--- src/rtl/pcta_pkg.sv ---
// Shared types and constants for the pair count table with argmax search.
`default_nettype none
package pcta_pkg;

	localparam int VOCAB_SIZE_DEF  = 256;
	localparam int COUNT_WIDTH_DEF = 32;
	localparam int TOKEN_W         = 8;
	localparam int AMOUNT_W        = 32;
	localparam int OUT_COUNT_W     = 32;

	typedef enum logic [1:0] {
		MODE_ADD   = 2'd0,
		MODE_FIND  = 2'd1,
		MODE_CLEAR = 2'd2,
		MODE_NONE  = 2'd3
	} mode_t;

	typedef struct packed {
		mode_t               mode;
		logic [TOKEN_W-1:0]  first_token;
		logic [TOKEN_W-1:0]  second_token;
		logic [AMOUNT_W-1:0] amount;
	} item_t;

	typedef struct packed {
		logic [TOKEN_W-1:0]     pair_first;
		logic [TOKEN_W-1:0]     pair_second;
		logic [OUT_COUNT_W-1:0] count;
	} result_t;

	// Requests from the front stage to the table sweeper.
	typedef struct packed {
		logic start;
		logic find;
		logic ack;
	} scan_cmd_t;

	typedef struct packed {
		logic idle;
		logic done;
	} scan_stat_t;

endpackage
`default_nettype wire

--- src/rtl/pcta_scan.sv ---
// Table sweeper: clearing pass and row-major argmax search over the memory.
`default_nettype none
module pcta_scan
	import pcta_pkg::*;
#(
	parameter int ADDR_W      = 16,
	parameter int COUNT_WIDTH = COUNT_WIDTH_DEF
) (
	input  wire logic                   clk,
	input  wire logic                   arst_n,
	input  wire scan_cmd_t              cmd,
	input  wire logic [COUNT_WIDTH-1:0] rd_data,
	output logic      [ADDR_W-1:0]      mem_addr,
	output logic                        mem_we,
	output logic                        mem_re,
	output scan_stat_t                  stat,
	output logic      [ADDR_W-1:0]      best_addr,
	output logic      [COUNT_WIDTH-1:0] best_count
);

	typedef enum logic [4:0] {
		S_IDLE  = 5'b00001,
		S_CLEAR = 5'b00010,
		S_FIND  = 5'b00100,
		S_TAIL  = 5'b01000,
		S_DONE  = 5'b10000
	} state_t;

	state_t            state_q;
	logic [ADDR_W-1:0] scan_q;
	logic              report_q;
	logic              cmp_vld_q;
	logic [ADDR_W-1:0] cmp_addr_q;
	logic [ADDR_W-1:0] best_addr_q;
	logic [COUNT_WIDTH-1:0] best_q;
	logic              last;

	assign last     = (scan_q == '1);
	assign mem_addr = scan_q;
	assign mem_we   = (state_q == S_CLEAR);
	assign mem_re   = (state_q == S_FIND);

	assign stat.idle  = (state_q == S_IDLE);
	assign stat.done  = (state_q == S_DONE);
	assign best_addr  = best_addr_q;
	assign best_count = best_q;

	always_ff @(posedge clk or negedge arst_n) begin
		if (!arst_n) begin
			state_q   <= S_CLEAR;
			scan_q    <= '0;
			report_q  <= 1'b0;
			cmp_vld_q <= 1'b0;
		end else begin
			case (state_q)
				S_IDLE: begin
					cmp_vld_q <= 1'b0;
					scan_q    <= '0;
					if (cmd.start) begin
						report_q <= 1'b1;
						state_q  <= cmd.find ? S_FIND : S_CLEAR;
					end
				end
				S_CLEAR: begin
					scan_q <= scan_q + 1'b1;
					if (last) begin
						state_q <= report_q ? S_DONE : S_IDLE;
					end
				end
				S_FIND: begin
					scan_q    <= scan_q + 1'b1;
					cmp_vld_q <= 1'b1;
					if (last) begin
						state_q <= S_TAIL;
					end
				end
				S_TAIL: begin
					cmp_vld_q <= 1'b0;
					state_q   <= S_DONE;
				end
				S_DONE: begin
					if (cmd.ack) begin
						report_q <= 1'b0;
						state_q  <= S_IDLE;
					end
				end
				default: begin
					state_q <= S_IDLE;
				end
			endcase
		end
	end

	// Compare each returned word; strict greater keeps the first maximum.
	always_ff @(posedge clk) begin
		if (state_q == S_IDLE && cmd.start) begin
			best_q      <= '0;
			best_addr_q <= '0;
		end else if (cmp_vld_q && rd_data > best_q) begin
			best_q      <= rd_data;
			best_addr_q <= cmp_addr_q;
		end
		cmp_addr_q <= scan_q;
	end

endmodule
`default_nettype wire

--- config.mk ---
export PLATFORM = sky130hd
export DESIGN_NAME = pcta_scan
export DESIGN_NICKNAME = d
export VERILOG_FILES = /design/src/rtl/pcta_pkg.sv /design/src/rtl/pcta_scan.sv
export SDC_FILE = /design/constraint.sdc
export NUM_CORES = 1
export LEC_CHECK = 0
export ABC_AREA = 1
export BUFFER_PORTS_ARGS = -buffer_cell sky130_fd_sc_hd__buf_2
export CAP_MARGIN = 20
export CORE_ASPECT_RATIO = 0.5
export CORE_MARGIN = 2
export CORE_UTILIZATION = 49
export DETAILED_ROUTE_END_ITERATION = 10
export PLACE_DENSITY_LB_ADDON = 0.2
export SETUP_SLACK_MARGIN = 0.1
export SLEW_MARGIN = 20
export SYNTH_ARGS = -nofsm -noshare
export SYNTH_HDL_FRONTEND = slang
export SYNTH_SLANG_ARGS = --single-unit
--- constraint.sdc ---
create_clock -name clk -period 1.7 [get_ports clk]
set_input_delay 0.085 -clock clk [delete_from_list [all_inputs] [get_ports clk]]
set_output_delay 0.085 -clock clk [all_outputs]
set_load 0.02 [all_outputs]
==> results.json, run 1 <==
{
  "ir_drop_mv": 1.33,
  "hold_ws_ns": 0.0421,
  "hold_end": "state_q[2]$_DFFE_PN0P_",
  "dp_hpwl_um": 7680,
  "clkPwrFrac_pct": 13.0,
  "grt_pass1_wl_um": 19500,
  "clk_latency_ns": 0.34,
  "ios": 105,
  "cts_buffers": 9,
  "post_drt_via_cell_ratio": 5.26,
  "dr.pass1.iters": 6,
  "numPortBuffers": 104,
  "die_h_um": 71.6,
  "synth_area_leaders": "dfxtp_1 29%, dfrtp_1 12%, ha_1 9.2%",
  "yosysTopAreaCell": "dfxtp_1",
  "cpPeakStageDelay_ns": 0.36,
  "post_drt_wl_per_cell_um": 16.0,
  "r2r-start": "best_count[5]$_SDFFE_PP0P_",
  "clock_skew_ns": 0.00549,
  "fin_crit_sh_pct": 117,
  "fin_area_mm2": 0.00737,
  "grt_pass1_vias": 4114,
  "instances_no_fill": 922,
  "switching_share_pct": 43.2,
  "place_area_mm2": 0.00573,
  "setup_viol": 50,
  "cp-end-kind": "flip-flop",
  "ys_ff_latch": 87,
  "hold_start": "cmd[2]",
  "p_leak_nw": 3.55,
  "ys_types": 36,
  "die_area_mm2": 0.00996,
  "worstMarginPinSlew_ns": 0.534,
  "worstRegToRegCells": 14,
  "diodes": 0,
  "drc_errors": 0,
  "antenna_left": 0,
  "top_layer": "met4",
  "ys_seq_area_share_pct": 41.5,
  "p_int_mw": 8.21,
  "ys_warn_count": 0,
  "tns_ns": -12.02,
  "required_ns": 1.93,
  "cts_root_buffer": "clkbuf_16",
  "path_class": "reg -> reg",
  "synth_edf_count": 0,
  "final.setup.worst_slack_ns": -0.295,
  "crit_buf_inv": 3,
  "final_common_cell": "buf_2",
  "hold_depth": 2,
  "grt_max_degree": 51,
  "clock_sink_count": 87,
  "avgSynthCellArea_um2": 7.32,
  "wl_met3_um": 695,
  "slew_headroom_pct": 64.4,
  "first_iter_violations": 258,
  "cp_common_cell": "nor2_1",
  "core_area_mm2": 0.00880,
  "startpoint": "best_count[5]$_SDFFE_PP0P_",
  "sequentialPowerShare_pct": 22.6,
  "pre_cts_slack_ns": -0.195,
  "wl_met1_um": 6320,
  "htreeDepth": 3,
  "startpoint_type": "flip-flop",
  "power.density_mw_per_mm2": 1960,
  "num_rows": 24,
  "netlist_instances": 611,
  "fin_crit_ns": 2.00,
  "status": "finished, violations left",
  "nets": 870,
  "yosys.area.top_type_share_pct": 28.6,
  "hold_viol_final": 0,
  "route.met2.wl_um": 7440,
  "wirelength_um": 14700,
  "clkTransAtPathRegs_ns": 0.07,
  "combPwrFrac_pct": 64.4,
  "maxCapViolCount": 0,
  "synth_area_mm2": 0.00448,
  "vias": 4849,
  "cts_tree": "done",
  "layout_common_cells": "101 x buf_2, 94 x nand2_1, 89 x inv_1, 59 x nor2_1, 53 x buf_4",
  "die_w_um": 139,
  "place_congestion": 0.808,
  "min_path_type": "in -> reg",
  "postSynth.asyncResetShare_pct": 26.4,
  "critPathTopFamily": "simple AND/OR/NAND/NOR gates",
  "slowest_stage": "dfxtp_4",
  "finalPower_mw": 14.5,
  "cp_data_arrival_time_ns": 2.23,
  "grt_overflow_total": 0,
  "r2r_slack_ns": -0.30,
  "switchingPower_mw": 6.24,
  "post-route-util_pct": 83.7,
  "path_cells": "inv_2 > ha_4 > a21oi_2 > nor2_1 > nor2_1 > nand2_1 > nand2_1 > nand2_2 > nand2_4 > nand2_8 > buf_6 > clkbuf_16 > a21oi_2 > nor2_1",
  "area_growth_pct": 64.6,
  "violations": "setup timing",
  "antenna_found_initial": 0,
  "drive_above_1_share_pct": 50.1,
  "dp_cells": 858,
  "syn-num-nets": 681,
  "crit_fanout": 8,
  "cts_max_path_buffers": 2,
  "groute.usage.overall_pct": 24.3,
  "timing.rr.end": "best_count[26]$_SDFFE_PP0P_",
  "fmaxAchievable_ghz": 0.501,
  "initial_core_util_pct": 50.9,
  "drv_slew": 0,
  "synthFlopType": "dfxtp_1",
  "rsz0062_at_grt": "true"
}
worst max path at each step:
stage | slack (ns) | endpoint | depth (start not counted)
after floorplan | -0.03 | best_count[16]$_SDFFE_PP0P_ | 11
after global placement | -0.18 | best_count[21]$_SDFFE_PP0P_ | 10
after detailed placement | -0.20 | best_addr[5]$_SDFFE_PP0P_ | 10
after CTS | -0.17 | best_addr[12]$_SDFFE_PP0P_ | 13
after global routing | -0.40 | best_count[20]$_SDFFE_PP0P_ | 15
final | -0.30 | best_count[26]$_SDFFE_PP0P_ | 14
cells in the mapped netlist (all sizes together), types with 5 or more instances:
library cell / number
ha: 33
a21oi: 69
nor3: 5
o21ai: 11
dfrtp: 22
clkbuf: 8
nand3: 57
dfxtp: 64
nand2: 111
inv: 110
nor2: 72
nand4: 8
buf: 17
registers in the layout (all words and copies together) (netlist names):
name / count
best_addr: 16
cmp_addr_q: 16
state_q: 5
cmp_vld_q: 1
report_q: 1
mem_addr: 16
best_count: 32
final cells by class:
class,count,area (um^2)
Sequential cell,87,1950
Timing Repair Buffer,203,1680
Clock buffer,12,246
Inverter,110,418
Tap cell,117,146
Fill cell,488,1430
Multi-Input combinational cell,389,2900
Clock inverter,4,30.0
routing by layer:
metal / up-vias / GRT usage (%)
met5: - / 0
met4: 0 / 4.26
met3: 26 / 5.41
met2: 140 / 41.6
met1: 2350 / 32.5
li1: 2333 / -
logic make-up (layout without fill, tap and decap cells):
logic type,count (synthesis),after routing,synth area share [%]
multiplexers,1,1,0.224
adder cells (fa/ha/maj),33,33,9.23
XOR/XNOR,4,4,0.783
AO/OA/AOI/OAI,95,95,11.5
AND/OR/NAND/NOR,256,256,24.5
buffers and inverters,135,329,12.2
flip-flops,87,87,41.5
power by group through the flow:
| stage | Sequential [mW] | Combinational [mW] | Clock (mW) |
|---|---|---|---|
| floorplan | 3.91 | 3.39 | 0 |
| global placement | 3.19 | 5.91 | 0 |
| detailed placement | 3.21 | 6.05 | 0 |
| CTS | 3.18 | 7.27 | 1.88 |
| global route | 3.32 | 9.98 | 1.99 |
| finish | 3.26 | 9.31 | 1.88 |
what timing repair did:
action | in CTS | in global routing
hold buffers | 2 | 0
gates cloned | 5 | 12
endpoints found under the setup margin | 52 | 71
resized for setup | 63 | 120
pin swaps | 10 | 53
endpoints found under the hold margin | 23 | 0
setup buffers | 15 | 15
worst reg2reg max path: stages (launching register included):
cell and delay, ns:
dfxtp_4 0.36, inv_2 0.04, ha_4 0.24, a21oi_2 0.13, nor2_1 0.06, nor2_1 0.10
nand2_1 0.09, nand2_1 0.09, nand2_2 0.08, nand2_4 0.10, nand2_8 0.10, buf_6 0.15
clkbuf_16 0.15, a21oi_2 0.14, nor2_1 0.07
(Power assumes the default switching activity.)
==> inputs of run 2 (changes only) <==
--- a/config.mk
+++ b/config.mk
@@ -10,7 +10,7 @@
 export CAP_MARGIN = 20
 export CORE_ASPECT_RATIO = 0.5
 export CORE_MARGIN = 2
-export CORE_UTILIZATION = 49
+export CORE_UTILIZATION = 50
 export DETAILED_ROUTE_END_ITERATION = 10
 export PLACE_DENSITY_LB_ADDON = 0.2
 export SETUP_SLACK_MARGIN = 0.1
==> constraint.sdc (replaced) <==
create_clock -name clk -period 2.42 [get_ports clk]
set_input_delay 0.121 -clock clk [delete_from_list [all_inputs] [get_ports clk]]
set_output_delay 0.121 -clock clk [all_outputs]
set_load 0.02 [all_outputs]
==> results.json, run 2 (synthesis gave the netlist of run 1 again) <==
{
  "cts_tree": "done",
  "ir_drop_mv": 0.780,
  "regArea_mm2": 0.00186,
  "antenna_left": 0,
  "fin_crit_ns": 2.03,
  "cts_max_path_buffers": 2,
  "vias": 3980,
  "hold_viol_final": 0,
  "grt_overflow_total": 0,
  "grt_pass1_wl_um": 16000,
  "status": "finished, final reports clean",
  "ios": 105,
  "initial_core_util_pct": 51.4,
  "cts_resized": 0,
  "power.density_mw_per_mm2": 1280,
  "startpoint_type": "flip-flop",
  "setup_viol": 0,
  "required_ns": 2.65,
  "p_leak_nw": 2.82,
  "die_h_um": 70.9,
  "clock_skew_ns": 0.00691,
  "clock_sink_count": 87,
  "slowest_stage": "dfxtp_1",
  "dr.pass1.iters": 4,
  "worstRegToRegCells": 10,
  "fin_crit_sh_pct": 83.7,
  "r2r_slack_ns": 0.39,
  "nets": 778,
  "groute.usage.overall_pct": 20.6,
  "place_congestion": 0.785,
  "crit_buf_inv": 2,
  "drc_errors": 0,
  "grt_pass1_vias": 3496,
  "cp-end-kind": "flip-flop",
  "hold_end": "state_q[2]$_DFFE_PN0P_",
  "drive_above_1_share_pct": 18.9,
  "post_drt_wl_per_cell_um": 11.6,
  "area_growth_pct": 20.2,
  "cp_data_arrival_time_ns": 2.26,
  "dp_hpwl_um": 6720,
  "timing.rr.end": "best_count[13]$_SDFFE_PP0P_",
  "hold_ws_ns": 0.0789,
  "grt_max_degree": 73,
  "layout_common_cells": "108 x nand2_1, 107 x inv_1, 104 x buf_2, 70 x nor2_1, 68 x a21oi_1",
  "num_rows": 24,
  "clkTransAtPathRegs_ns": 0.06,
  "worstMarginPinSlew_ns": 0.559,
  "place_area_mm2": 0.00508,
  "maxCapViolCount": 0,
  "antenna_found_initial": 0,
  "slew_headroom_pct": 62.7,
  "instances_no_fill": 830,
  "htreeDepth": 3,
  "core_area_mm2": 0.00871,
  "wirelength_um": 9650,
  "dp_cells": 812,
  "critPathTopFamily": "simple AND/OR/NAND/NOR gates",
  "fmaxAchievable_ghz": 0.494,
  "die_w_um": 138,
  "path_class": "reg -> reg",
  "hold_start": "cmd[2]",
  "cp_common_cell": "nor2_1",
  "finalPower_mw": 6.87,
  "r2r-start": "best_count[7]$_SDFFE_PP0P_",
  "hold_depth": 2,
  "multiInputGateArea_mm2": 0.00208,
  "final_common_cell": "nand2_1",
  "tns_ns": 0,
  "crit_fanout": 38,
  "cts_buffers": 9,
  "min_path_type": "in -> reg",
  "rsz0062_at_grt": "false",
  "die_area_mm2": 0.00977,
  "numPortBuffers": 104,
  "diodes": 0,
  "clk_latency_ns": 0.34,
  "drv_slew": 0,
  "cpPeakStageDelay_ns": 0.36,
  "fill_cells": 849,
  "path_cells": "inv_1 > ha_1 > nand2_1 > nor2_1 > nand4_1 > nor2_1 > a21oi_4 > buf_4 > a21oi_1 > nor2_1",
  "fin_area_mm2": 0.00538,
  "post_drt_via_cell_ratio": 4.80,
  "largest_reg_flops": 32,
  "cts_root_buffer": "clkbuf_16",
  "first_iter_violations": 201
}
## run 2: cell count changes in the layout (fill, tap and decap cells not counted), moves of 18 or more
cell,delta
dfxtp_1,+30
buf_4,-50
nand3_2,-20
ha_4,-19
a21oi_1,+53
nand3_1,+22
a21oi_2,-44
dfxtp_4,-19
inv_1,+18
buf_6,-25
ha_1,+20
## run 2: routing by layer
layer / track usage (%) / up-vias / share of wire (%)
met5: 0 / - / 0
met4: 6.46 / 0 / 1.0
met3: 5.09 / 9 / 3.8
met2: 33.6 / 70 / 46
met1: 27.3 / 1762 / 49
li1: - / 2139 / -
## run 2: worst max-delay path by stage
stage,from,endpoint,cells after the start
final,best_count[7]$_SDFFE_PP0P_,best_count[13]$_SDFFE_PP0P_,10
after global routing,best_count[31]$_SDFFE_PP0P_,best_count[1]$_SDFFE_PP0P_,12
after CTS,best_count[7]$_SDFFE_PP0P_,best_count[13]$_SDFFE_PP0P_,10
after detailed placement,best_count[31]$_SDFFE_PP0P_,best_addr[15]$_SDFFE_PP0P_,12
after global placement,best_count[7]$_SDFFE_PP0P_,best_count[23]$_SDFFE_PP0P_,10
after floorplan,best_count[23]$_SDFFE_PP0P_,best_count[0]$_SDFFE_PP0P_,11
## run 2: worst register-to-register path: stages, from the launching register on
cell	delay, ns
dfxtp_1	0.36
inv_1	0.05
ha_1	0.28
nand2_1	0.07
nor2_1	0.15
nand4_1	0.14
nor2_1	0.23
a21oi_4	0.10
buf_4	0.26
a21oi_1	0.21
nor2_1	0.07
## run 2: repair_timing
item,CTS,global route
setup buffers,0,0
endpoints found under the hold margin,23,0
hold buffers,2,0
## run 2: layout make-up
class	count	share of cell area (%)
clock buffers	12	4.58
well taps	117	2.72
multi-input cells	389	38.7
flip-flops and latches	87	34.5
clock inverters	4	0.582
inverters	110	7.68
repair buffers	111	11.2
## run 2: where the power goes
part | switching, mW | internal (mW)
Sequential | 0.286 | 1.89
Combinational | 2.20 | 1.20
Clock | 0.567 | 0.730
## run 2: stage by stage
step | util [%] | setup WS (ns)
3_5_place_dp | 58.3 | 0.443
2_1_floorplan | - | 0.528
4_1_cts | 61.8 | 0.409
6_report | 61.8 | 0.394
3_3_place_gp | 58.3 | 0.460
5_1_grt | 61.8 | 0.168
==> inputs of run 3 (changes only) <==
--- a/config.mk
+++ b/config.mk
@@ -5,12 +5,12 @@
 export SDC_FILE = /design/constraint.sdc
 export NUM_CORES = 1
 export LEC_CHECK = 0
-export ABC_AREA = 1
+export ABC_AREA = 0
 export BUFFER_PORTS_ARGS = -buffer_cell sky130_fd_sc_hd__buf_2
 export CAP_MARGIN = 20
 export CORE_ASPECT_RATIO = 0.5
 export CORE_MARGIN = 2
-export CORE_UTILIZATION = 50
+export CORE_UTILIZATION = 48
 export DETAILED_ROUTE_END_ITERATION = 10
 export PLACE_DENSITY_LB_ADDON = 0.2
 export SETUP_SLACK_MARGIN = 0.1
==> constraint.sdc (replaced) <==
create_clock -name clk -period 1.65 [get_ports clk]
set_input_delay 0.0825 -clock clk [delete_from_list [all_inputs] [get_ports clk]]
set_output_delay 0.0825 -clock clk [all_outputs]
set_load 0.02 [all_outputs]
==> results.json, run 3 <==
{
  "clock_skew_ns": 0.00659,
  "dp_hpwl_um": 7550,
  "final.setup.worst_slack_ns": -0.741,
  "num_rows": 23,
  "ys_ff_latch": 87,
  "pre_cts_slack_ns": -0.731,
  "hold_viol_final": 0,
  "die_area_mm2": 0.00947,
  "timing.rr.end": "best_count[26]$_SDFFE_PP0P_",
  "p_leak_nw": 3.00,
  "post_drt_via_cell_ratio": 5.12,
  "antenna_found_initial": 0,
  "synth_area_mm2": 0.00416,
  "place_area_mm2": 0.00554,
  "first_iter_violations": 169,
  "slowest_stage": "or4_4",
  "post_drt_wl_per_cell_um": 15.0,
  "drc_errors": 0,
  "core_area_mm2": 0.00820,
  "hold_ws_ns": 0.0102,
  "vias": 3982,
  "rsz0062_at_grt": "true",
  "crit_fanout": 6,
  "cp-end-kind": "flip-flop",
  "synth_edf_count": 0,
  "netlist_instances": 466,
  "fin_area_mm2": 0.00644,
  "min_path_type": "in -> reg",
  "synthFlopType": "dfxtp_1",
  "startpoint_type": "flip-flop",
  "ir_drop_mv": 1.05,
  "fill_cells": 538,
  "clkPwrFrac_pct": 18.8,
  "combPwrFrac_pct": 54.3,
  "p_int_mw": 7.18,
  "largest_reg_flops": 32,
  "ys_warn_count": 0,
  "grt_pass1_wl_um": 17400,
  "cts_tree": "done",
  "nets": 731,
  "path_cells": "inv_4 > ha_4 > nand4_1 > or3_4 > or4_4 > o21ai_4 > a21oi_4 > buf_12 > clkbuf_16 > mux2i_1",
  "worstMarginPinSlew_ns": 0.558,
  "die_h_um": 69.8,
  "wirelength_um": 11700,
  "grt_pass1_vias": 3749,
  "status": "finished, violations left",
  "initial_core_util_pct": 50.7,
  "drive_above_1_share_pct": 44.0,
  "multiInputGateArea_mm2": 0.00241,
  "grt_overflow_total": 0,
  "cp_data_arrival_time_ns": 2.64,
  "dr.pass1.iters": 4,
  "required_ns": 1.90,
  "r2r-start": "best_count[10]$_SDFFE_PP0P_",
  "violations": "setup timing",
  "ys_seq_area_share_pct": 44.7,
  "clk_latency_ns": 0.34,
  "fin_crit_sh_pct": 145,
  "r2r_slack_ns": -0.74,
  "power.density_mw_per_mm2": 1840,
  "diodes": 0,
  "final_common_cell": "nand2_1",
  "cts_root_buffer": "clkbuf_16",
  "yosys.area.top_type_share_pct": 30.8,
  "die_w_um": 136,
  "setup_viol": 55,
  "startpoint": "best_count[10]$_SDFFE_PP0P_",
  "fin_crit_ns": 2.39,
  "switchingPower_mw": 4.65,
  "yosysMostFrequentCell": "nand2_1",
  "groute.usage.overall_pct": 23.0,
  "synth_area_leaders": "dfxtp_1 31%, dfrtp_1 13%, mux2i_1 12%",
  "finalPower_mw": 11.8,
  "syn-num-nets": 536,
  "hold_depth": 3,
  "cts_max_path_buffers": 2,
  "worstRegToRegCells": 10,
  "path_class": "reg -> reg",
  "cpPeakStageDelay_ns": 0.44,
  "area_growth_pct": 55.0,
  "layout_common_cells": "109 x nand2_1, 100 x buf_2, 71 x buf_4, 49 x mux2i_1, 44 x dfxtp_1",
  "clock_sink_count": 87,
  "synth_top_cells_by_count": "112 x nand2_1, 64 x dfxtp_1, 49 x mux2i_1",
  "avgSynthCellArea_um2": 8.92,
  "maxCapViolCount": 0,
  "drv_slew": 0,
  "fmaxAchievable_ghz": 0.418,
  "clkTransAtPathRegs_ns": 0.07,
  "numPortBuffers": 104,
  "antenna_left": 0,
  "postSynth.asyncResetShare_pct": 26.4,
  "regArea_mm2": 0.00193,
  "yosysTopAreaCell": "dfxtp_1",
  "grt_max_degree": 34,
  "endpoint": "best_count[26]$_SDFFE_PP0P_",
  "cts_buffers": 9,
  "ys_types": 37,
  "switching_share_pct": 39.3,
  "place_congestion": 0.889,
  "ios": 105,
  "htreeDepth": 3,
  "sequentialPowerShare_pct": 26.9,
  "slew_headroom_pct": 62.8
}
run 3: changes by cell type in the layout (fill, tap and decap cells not counted), sizes merged, moves of 5 or more:
cell and change:
buf +85, inv -71, nor2 -55, a21oi -53, mux2i +48, nand3 -39
a21o +6, dlygate4sd3 +6, o211ai +6, o21ai +6, o31ai +5
run 3: metrics by stage:
step / std cells / util (%) / TNS, ns
after floorplan: 466 / - / -26.96
after global placement: 736 / 67.6 / -30.32
after detailed placement: 736 / 67.6 / -33.74
after CTS: 763 / 73.6 / -32.14
after global routing: 778 / 78.6 / -37.99
final: 778 / 78.6 / -34.13
run 3: worst min-delay path by stage:
stage | end | startpoint
2_1_floorplan | cmp_vld_q$_DFFE_PN0P_ | arst_n
3_3_place_gp | mem_addr[0]$_DFFE_PN0P_ | arst_n
3_5_place_dp | mem_addr[0]$_DFFE_PN0P_ | arst_n
4_1_cts | best_count[9]$_SDFFE_PP0P_ | rd_data[9]
5_1_grt | best_count[29]$_SDFFE_PP0P_ | rd_data[29]
6_report | best_count[24]$_SDFFE_PP0P_ | rd_data[24]
run 3: area by class of cell:
class	count	area share [%]
inverter	38	2.33
clock inverter	7	1.59
tap	112	2.17
timing repair buffer	204	23.0
sequential	87	29.9
multi-input combinational	321	37.5
clock buffer	9	3.49
run 3: critical path: cells and delay by family (launching register included):
family | cells | cell delay [ns]
simple gates | 3 | 0.95
flops | 1 | 0.36
buf+inv | 3 | 0.35
fa+ha+maj | 1 | 0.25
compound gates | 2 | 0.24
mux | 1 | 0.16
run 3: cells by family (layout without fill, tap and decap cells):
| group | Yosys count | count (layout) | synth area share, % |
|---|---|---|---|
| flops | 87 | 87 | 44.7 |
| mux | 50 | 50 | 12.1 |
| xor+xnor | 3 | 3 | 0.632 |
| simple gates | 172 | 173 | 17.5 |
| compound gates | 62 | 62 | 9.24 |
| buf+inv | 59 | 258 | 5.93 |
| fa+ha+maj | 33 | 33 | 9.93 |
run 3: power groups by stage:
stage / Clock, mW / Combinational [mW] / Sequential (mW)
CTS: 2.26 / 5.62 / 3.16
detailed placement: 0 / 5.46 / 3.16
global placement: 0 / 5.32 / 3.14
global route: 2.37 / 6.97 / 3.24
floorplan: 0 / 2.79 / 3.71
finish: 2.23 / 6.43 / 3.18
run 3: layer usage:
layer | share of wire (%) | GRT usage, % | vias up | wire length (um)
li1 | - | - | 1981 | -
met1 | 45 | 28.9 | 1909 | 5210
met2 | 50 | 40.1 | 86 | 5870
met3 | 4.6 | 5.34 | 6 | 541
met4 | 0.56 | 5.21 | 0 | 66
met5 | 0 | 0 | - | 0
run 3: repair_timing:
action / in CTS / in global routing
hold buffers: 8 / 0
gates cloned: 1 / 2
setup endpoints to repair: 57 / 71
buffers inserted: 2 / 13
pin swaps: 2 / 22
hold endpoints to repair: 30 / 0
resized for setup: 17 / 62
